<file path="src/sv/bsw_pkg.sv">
// constants, state type and modular add for the bounded step walk counter
// no dependencies; used by bounded_step_walk_counter
package bsw_pkg;

  localparam int LEN_W    = 17;
  localparam int SPAN_W   = 6;
  localparam int COUNT_W  = 30;
  localparam int IDX_W    = SPAN_W + 1;
  localparam int IN_W     = 24;
  localparam int OUT_W    = 32;
  localparam int MAX_LEVELS = 1 << SPAN_W;

  localparam logic [COUNT_W-1:0] PRIME = COUNT_W'(1000000007);

  // control states, one-hot
  typedef enum logic [3:0] {
    ST_IDLE = 4'b0001,
    ST_STEP = 4'b0010,
    ST_SUM  = 4'b0100,
    ST_DONE = 4'b1000
  } state_t;

  // sum of two residues, reduced once
  function automatic logic [COUNT_W-1:0] add_mod(input logic [COUNT_W-1:0] a,
                                                  input logic [COUNT_W-1:0] b);
    logic [COUNT_W:0] s;
    s = {1'b0, a} + {1'b0, b};
    if (s >= {1'b0, PRIME}) begin
      s = s - {1'b0, PRIME};
    end
    return s[COUNT_W-1:0];
  endfunction

endpackage

</file>
<file path="src/sv/bounded_step_walk_counter.sv">
// bounded step walk counter: row of per-level counts in a two-bank memory
// depends on bsw_pkg

// Counts sequences of walk_length levels in 0..level_span whose neighbours
// differ by one, modulo 1000000007. The row of level counts sits in a
// 128-entry memory split into two banks; each row update sweeps the source
// bank one entry per cycle through the single read port and writes the new
// row into the other bank. One request is in work at a time; the next word
// is taken while a finished result waits at the output register.
module bounded_step_walk_counter (
  input  logic                      clk,
  input  logic                      rst,
  input  logic                      s_axis_tvalid,
  output logic                      s_axis_tready,
  input  logic [bsw_pkg::IN_W-1:0]  s_axis_tdata,   // walk_length[16:0], level_span[22:17], zero
  output logic                      m_axis_tvalid,
  input  logic                      m_axis_tready,
  output logic [bsw_pkg::OUT_W-1:0] m_axis_tdata    // walk_count[29:0], zero
);

  bsw_pkg::state_t state;

  logic [bsw_pkg::LEN_W-1:0]   steps_left;
  logic [bsw_pkg::SPAN_W-1:0]  span;
  logic [bsw_pkg::IDX_W-1:0]   idx;
  logic [bsw_pkg::COUNT_W-1:0] acc;
  logic [bsw_pkg::COUNT_W-1:0] out_count;
  logic                        cur;
  logic                        ones;

  logic [bsw_pkg::COUNT_W-1:0] p1;
  logic [bsw_pkg::COUNT_W-1:0] p2;
  logic [bsw_pkg::COUNT_W-1:0] rdata;

  logic [bsw_pkg::COUNT_W-1:0] mem [0:2*bsw_pkg::MAX_LEVELS-1];

  logic [bsw_pkg::LEN_W-1:0]   in_len;
  logic [bsw_pkg::SPAN_W-1:0]  in_span;
  logic [bsw_pkg::IDX_W-1:0]   span_ext;
  logic [bsw_pkg::IDX_W-1:0]   wr_idx;
  logic [bsw_pkg::COUNT_W-1:0] cur_val;
  logic [bsw_pkg::COUNT_W-1:0] lo;
  logic [bsw_pkg::COUNT_W-1:0] hi;
  logic [bsw_pkg::COUNT_W-1:0] new_val;
  logic                        mem_we;
  logic                        step_end;
  logic                        sum_end;
  logic                        out_free;

  // port unpacking and handshake
  assign in_len        = s_axis_tdata[16:0];
  assign in_span       = s_axis_tdata[22:17];
  assign s_axis_tready = (state == bsw_pkg::ST_IDLE);
  assign m_axis_tdata  = {2'b00, out_count};
  assign out_free      = !m_axis_tvalid || m_axis_tready;

  // neighbour sum for the entry two behind the read pointer
  always_comb begin
    span_ext = {1'b0, span};
    wr_idx   = idx - bsw_pkg::IDX_W'(2);
    cur_val  = ones ? bsw_pkg::COUNT_W'(1) : rdata;
    lo       = (wr_idx != '0) ? p2 : '0;
    hi       = (wr_idx < span_ext) ? cur_val : '0;
    new_val  = bsw_pkg::add_mod(lo, hi);
    mem_we   = (state == bsw_pkg::ST_STEP) && (idx >= bsw_pkg::IDX_W'(2));
    step_end = (idx == span_ext + bsw_pkg::IDX_W'(2));
    sum_end  = (idx == span_ext + bsw_pkg::IDX_W'(1));
  end

  // row memory: bank bit on top, write to the bank not being read
  always_ff @(posedge clk) begin
    if (mem_we) begin
      mem[{~cur, wr_idx[bsw_pkg::SPAN_W-1:0]}] <= new_val;
    end
    rdata <= mem[{cur, idx[bsw_pkg::SPAN_W-1:0]}];
  end

  // sliding window of the previous row
  always_ff @(posedge clk) begin
    p2 <= p1;
    p1 <= cur_val;
  end

  // control sequencer
  always_ff @(posedge clk) begin
    if (rst) begin
      state         <= bsw_pkg::ST_IDLE;
      steps_left    <= '0;
      idx           <= '0;
      acc           <= '0;
      cur           <= 1'b0;
      ones          <= 1'b0;
    end else begin
      case (state)
        bsw_pkg::ST_IDLE: begin
          if (s_axis_tvalid) begin
            span <= in_span;
            acc  <= '0;
            ones <= 1'b1;
            cur  <= 1'b0;
            idx  <= '0;
            steps_left <= in_len - bsw_pkg::LEN_W'(1);
            if (in_len == '0) begin
              state <= bsw_pkg::ST_DONE;
            end else if (in_len == bsw_pkg::LEN_W'(1)) begin
              state <= bsw_pkg::ST_SUM;
            end else begin
              state <= bsw_pkg::ST_STEP;
            end
          end
        end
        bsw_pkg::ST_STEP: begin
          idx <= idx + bsw_pkg::IDX_W'(1);
          if (step_end) begin
            idx        <= '0;
            cur        <= ~cur;
            ones       <= 1'b0;
            steps_left <= steps_left - bsw_pkg::LEN_W'(1);
            if (steps_left == bsw_pkg::LEN_W'(1)) begin
              state <= bsw_pkg::ST_SUM;
            end
          end
        end
        bsw_pkg::ST_SUM: begin
          idx <= idx + bsw_pkg::IDX_W'(1);
          if (idx != '0) begin
            acc <= bsw_pkg::add_mod(acc, cur_val);
          end
          if (sum_end) begin
            state <= bsw_pkg::ST_DONE;
          end
        end
        bsw_pkg::ST_DONE: begin
          if (out_free) begin
            state <= bsw_pkg::ST_IDLE;
          end
        end
        default: begin
          state <= bsw_pkg::ST_IDLE;
        end
      endcase
    end
  end

  // result valid flag
  always_ff @(posedge clk) begin
    if (rst) begin
      m_axis_tvalid <= 1'b0;
    end else if ((state == bsw_pkg::ST_DONE) && out_free) begin
      m_axis_tvalid <= 1'b1;
    end else if (m_axis_tready) begin
      m_axis_tvalid <= 1'b0;
    end
  end

  // result word register
  always_ff @(posedge clk) begin
    if ((state == bsw_pkg::ST_DONE) && out_free) begin
      out_count <= acc;
    end
  end

`ifndef SYNTHESIS
  a_out_reduced: assert property (@(posedge clk) disable iff (rst)
    m_axis_tvalid |-> (m_axis_tdata[29:0] < bsw_pkg::PRIME))
    else $error("result word not reduced");

  a_acc_reduced: assert property (@(posedge clk) disable iff (rst)
    acc < bsw_pkg::PRIME)
    else $error("running sum not reduced");

  a_step_bound: assert property (@(posedge clk) disable iff (rst)
    (state == bsw_pkg::ST_STEP) |-> (idx <= span_ext + bsw_pkg::IDX_W'(2)))
    else $error("row sweep ran past the span");

  a_busy_after_accept: assert property (@(posedge clk) disable iff (rst)
    (s_axis_tvalid && s_axis_tready) |=> (state != bsw_pkg::ST_IDLE))
    else $error("request dropped after accept");

  a_done_leaves: assert property (@(posedge clk) disable iff (rst)
    ((state == bsw_pkg::ST_DONE) && out_free) |=> (m_axis_tvalid &&
      (state == bsw_pkg::ST_IDLE)))
    else $error("result not posted");
`endif

endmodule

</file>
<file path="config.mk">
export PLATFORM = sky130hd
export DESIGN_NAME = bounded_step_walk_counter
export DESIGN_NICKNAME = d
export VERILOG_FILES = /design/src/sv/bsw_pkg.sv /design/src/sv/bounded_step_walk_counter.sv
export SDC_FILE = /design/constraint.sdc
export NUM_CORES = 2
export LEC_CHECK = 0
export ABC_AREA = 1
export BUFFER_PORTS_ARGS = -buffer_cell sky130_fd_sc_hd__buf_4
export CAP_MARGIN = 5
export CORE_MARGIN = 2
export CORE_UTILIZATION = 45
export DETAILED_ROUTE_END_ITERATION = 16
export HOLD_SLACK_MARGIN = 0.1
export PLACE_DENSITY = 0.65
export SLEW_MARGIN = 30
export SYNTH_ARGS = -nofsm -noshare
export SYNTH_HDL_FRONTEND = slang
export SYNTH_SLANG_ARGS = --single-unit
</file>
<file path="constraint.sdc">
create_clock -name clk -period 21.4 [get_ports clk]
set_clock_uncertainty 0.1 [all_clocks]
set_input_delay 2.14 -clock clk [delete_from_list [all_inputs] [get_ports clk]]
set_output_delay 2.14 -clock clk [all_outputs]
set_load 0.01 [all_outputs]
</file>
Yosys cells after proc, flatten, opt, wreduce, memory -nomap -nowiden
Memories as Yosys holds them, arrays and structs flattened. A register that Yosys moved wholly into a read port is not among the register bits.
Cells that the tools add are included.
- output and inout port bits: 34
- bits in registers: 157
- memories kept: 1
- memory bits (writable): 3840
- input port bits: 28
- bitwise gates (word level): 2
- magnitude comparators: 4
- $add $sub $neg: 10
- eq/ne operators: 14
- muxes and demuxes: 32
- reduce and logical (&&, ||, !) cells: 16
- memory list (memory ; words ; width ; read ports ; clocked after Yosys merged registers in ; write ports ; RTL line ; text):
    mem ; 128 ; 30 ; 1 ; 1 ; 1 ; bounded_step_walk_counter.sv:35 ; logic [bsw_pkg::COUNT_W-1:0] mem [0:2*bsw_pkg::MAX_LEVELS-1];
- operator list (operator ; number):
    $mux 30 ; 7
    $add 30x30->31 ; 2
    $ge 31x30->1 const B ; 2
    $pmux 30 s2 ; 1
    $sub 30x30->30 const B ; 2
    $eq 17x1->1 const B ; 2
    $mux 17 ; 2
    $pmux 17 s2 ; 1
    $sub 17x1->17 const B ; 2
    $mux 4 ; 6
    $pmux 7 s3 ; 1
    $logic_not 17->1 ; 1
    $pmux 4 s4 ; 1
    $eq 7x7->1 ; 2
    $mux 7 ; 2
    $reduce_bool 7->1 ; 2
    $ne 2x2->1 const B ; 5
    $reduce_and 3->1 ; 3
    $mux 1 ; 8
    $add 6x1->7 const B ; 1
    $add 6x2->7 const B ; 1
    $add 7x1->7 const B ; 1
    $ge 7x2->1 const B ; 1
    $lt 7x6->1 ; 1
    16 further kinds ; 21

Depth between registers and ports, before layout
- word-level depth: 6
- depth in mapped cells: 42
- mapped depth without buffers: 37

Worst setup path after synthesis
No wires, ideal clock.
- path kind: reg2reg
- start: register idx[1] (netlist name)
- end: memory mem[0][0] (netlist name), data pin
- path buffers: 5
- arrival time: 8.941 ns
- required time: 20.436 ns
- cell stages (with the launch flop): 39
- path slack: 11.495 ns
- cells stage by stage: dfxtp_1 inv_1 clkbuf_1 clkbuf_1 clkbuf_1 ha_1 inv_1 nor2_1 nor2_1 inv_1 ha_1 inv_1 nor2_1 o21a_1 o21ai_0 or3b_2 clkbuf_1 a21oi_1 [3 not listed] inv_1 nand3_1 nand2_2 a21oi_1 o21ai_2 xor2_1 nor2_1 nand2_1 nand2_1 nand2_1 nand2_1 nand2_2 nand3_2 nand2_2 nand2_2 nand2_4 buf_6 xor2_1
- longest elaborated chain between the ends: 6
- RTL lines (what ; RTL line ; text):
    start: declaration ; bounded_step_walk_counter.sv:25 ; logic [bsw_pkg::IDX_W-1:0] idx;
    start signal: assignment ; bounded_step_walk_counter.sv:113 ; idx <= idx + bsw_pkg::IDX_W'(1);
    start signal: assignment ; bounded_step_walk_counter.sv:125 ; idx <= idx + bsw_pkg::IDX_W'(1);
    $sub 7x2->7 (*) ; bounded_step_walk_counter.sv:60 ; wr_idx = idx - bsw_pkg::IDX_W'(2);
    $lt 7x6->1 or $reduce_bool 7->1 (tied branches) ; bounded_step_walk_counter.sv:63, bounded_step_walk_counter.sv:62 ;
    $mux 30 (on tied branches) ; bounded_step_walk_counter.sv:63, bounded_step_walk_counter.sv:62 ;
    $add 30x30->31 (*) ; bsw_pkg.sv:27 ; s = {1'b0, a} + {1'b0, b};
    $sub 30x30->30 or $ge 31x30->1 (tied branches) ; bsw_pkg.sv:29, bsw_pkg.sv:28 ;
    $mux 30 (*) ; bsw_pkg.sv:28 ; if (s >= {1'b0, PRIME}) begin
    via new_val, one bit ; bounded_step_walk_counter.sv:44 ; logic [bsw_pkg::COUNT_W-1:0] new_val;
    end: declaration ; bounded_step_walk_counter.sv:35 ;
Mark *: on every way through the listed nets, which the timed path passes. The rest lies on a longest branch.

Worst setup path in the final report
- start: register idx[1] (netlist name)
- end: memory mem[90][5] (netlist name), data pin
The elaborated chain is that of the path after synthesis.

==> impl_metrics.yaml <==
detailed_routing:
  dr.pass1.iters: 8
  post_drt_wl_per_cell_um: 26.75
  vias: 107843
  first_iter_violations: 15086
  viasPerCell: 5.991
  antenna_left: 0
  drt-total-wl_mm: 481.6
  drc: 0
grt:
  grt_use_met2_pct: 40.41
  grt_util_met1_pct: 35.18
  grt_pass1_vias: 99984
  grt_pass1_wl_mm: 688.7
  grt_antenna_before_repair: 24
  grt_max_degree: 199
  grt_usage_pct: 25.74
  grt_use_met3_pct: 5.139
  overflow: 0
  busiest_layer: "met2"
synthesis:
  synth_top_area_share_pct: 71.87
  synth.area.top_cells: "edfxtp_1 (72%), o21ai_0 (5.9%), nor2_1 (5.4%)"
  synth_cells: 12927
  synthFlopType: "edfxtp_1"
  synth.yosys.warnings: 0
  synth_cell_type_count: 71
  synth_edf_count: 3876
  synthArstFlopShare_pct: 0
  synth_seq_cells: 4027
  yosysTopAreaCell: "edfxtp_1"
  ys_seq_area_share_pct: 73.73
  syn_avg_cell_area_um2: 12.53
  synth_area_um2: 162000
final_layout:
  nNetsFinal: 13000
  area_growth_pct: 12.68
  layout_commonest_cell: "edfxtp_1"
  final_cell_mix: "edfxtp_1 (3876), nor2_1 (2189), o21ai_0 (1921)"
  drive_gt1_share_pct: 9.549
  ff_latch_area_um2: 119400
  multi_input_area_um2: 39640
  fill_cells: 30013
worst_setup_path:
  path_class: "reg2reg"
  cp.arrival_ns: 9.87
  reg2reg_from: "idx[1]"
  crit_required_ns: 21.91
  crit_top_cell: "nand2_1"
  start_kind: "flip-flop"
  crit_path_end_kind: "flip-flop"
  cp_max_fo: 103
  slowest_stage: "or3b_2"
  max_stage_delay_ns: 0.74
  cp-startpoint: "idx[1]"
clock_network:
  cts_tree: "done"
  path_clk_slew_ns: 0.06
  ctsHoldBuffers: 0
  htreeDepth: 5
  cts_inserted_buffers: 394
  clk_root_buffer_cell: "clkbuf_16"
  cts-resized-gates: 0
  clock_path_buffers: 4
  clk_latency_ns: 0.98
  cts_setup_buffers: 0
  cts_sinks: 4027
floorplanning:
  io_pins: 62
  dieArea_um2: 364700
  die_height_um: 603.9
  num_rows: 220
  start_util_pct: 45.15
  coreArea_um2: 358700
  die_x_um: 603.9
run:
  cap_violations: 0
sta:
  hold_viol: 0
  max_slew_margin_pct: 24.77
  min_period_ns: 9.362
  rsz0062_at_grt: "no"
  max_freq_mhz: 106.8
  whs_ns: 0.2208
  period_share_pct: 43.75
  fin_setup_tns_ns: 0
  tightest_slew_ns: 1.121
  drv_slew: 0
  setup_violations: 0
power:
  power_density_nw_per_um2: 115.4
  vdd_drop_max_mv: 0.1646
  p_leak_nw: 60.17
worst_hold_path:
  hp-class: "reg2reg"
  min_from: "p1[10]"
placement:
  post-dp-hpwl_mm: 259.5
  io_buffers: 58
  place.gp.congestion: 0.9163
outcome:
  outcome: "complete, no violations"
stage by stage:
step	utilization [%]	setup WS [ns]	cell area [µm²]	std cells	power (mW)
floorplan	-	11.49	162000	12928	12.72
global placement	47.18	12.29	169200	17256	14.09
detailed placement	47.25	12.20	169500	17261	14.18
CTS	50.82	12.19	182300	17984	21.00
global route	50.87	11.38	182500	17992	21.71
finish	50.88	12.04	182500	18002	21.06
cells in the mapped netlist (22+ instances only):
library cell,n
nand2_2,22
a41oi_1,126
o21ai_0,1921
a21oi_1,165
a22o_1,45
dfxtp_1,151
nand2_1,1346
ha_1,81
a221oi_1,81
nor3_1,89
nor4_1,30
edfxtp_1,3876
xor2_1,48
nand3_1,198
nor2_1,2325
clkbuf_1,722
buf_1,37
nand4_1,38
mux2i_1,65
buf_2,48
inv_1,343
o22ai_1,949
report_power, final:
group,internal (mW),switching [mW]
clock network,3.98,2.95
logic,0.753,3.21
registers,10.1,0.0610
total,14.8,6.23
worst paths after layout:
check	to	slack [ns]	cells past startpoint
worst min register to register	p2[10]	0.22	0
worst max register to register	mem[90][5]	12.04	34
worst max-delay path	mem[90][5]	12.04	34
worst min-delay path	p2[10]	0.22	0
area by class of cell:
class / instances / share of cell area, %
diodes: 13 / 0.01783
clock buffers: 482 / 5.712
clock inverters: 241 / 1.289
inverters: 363 / 0.7590
multi-input cells: 7720 / 21.72
flip-flops and latches: 4027 / 65.45
well taps: 4773 / 3.273
repair buffers: 383 / 1.781
sequential cells by signal, summed over array words and instances, names as in the netlist:
signal         count
acc               30
cur                1
idx                7
m_axis_tvalid      1
mem             3840
ones               1
out_count         30
p1                30
p2                30
rdata             30
span               6
state              4
steps_left        17
metal layers:
layer,vias up,part of all wire (%)
met1,53518,39
met3,877,11
met4,18,4.5
met2,5875,45
met5,-,0.074
li1,47555,-
critical path: cells and delay by family (launching register included):
| kind | cells | cell delay, ns |
|---|---|---|
| AOI/OAI and AO/OA | 7 | 1.45 |
| xor gates and xnor gates | 1 | 0.32 |
| adders and majority gates | 4 | 1.39 |
| buffers and inverters | 7 | 2.25 |
| DFF | 1 | 0.51 |
| and+or+nand+nor | 15 | 2.77 |
logic make-up after synthesis:
logic type,after synthesis,share of synthesized area [%]
DFF,4027,73.73
and+or+nand+nor,4103,10.02
buffers and inverters,1181,2.816
muxes,65,0.4017
xor gates and xnor gates,64,0.3600
AOI/OAI and AO/OA,3403,12.01
other,1,0.002316
adders and majority gates,83,0.6505
No activity file was read; power rests on OpenSTA's default activity.
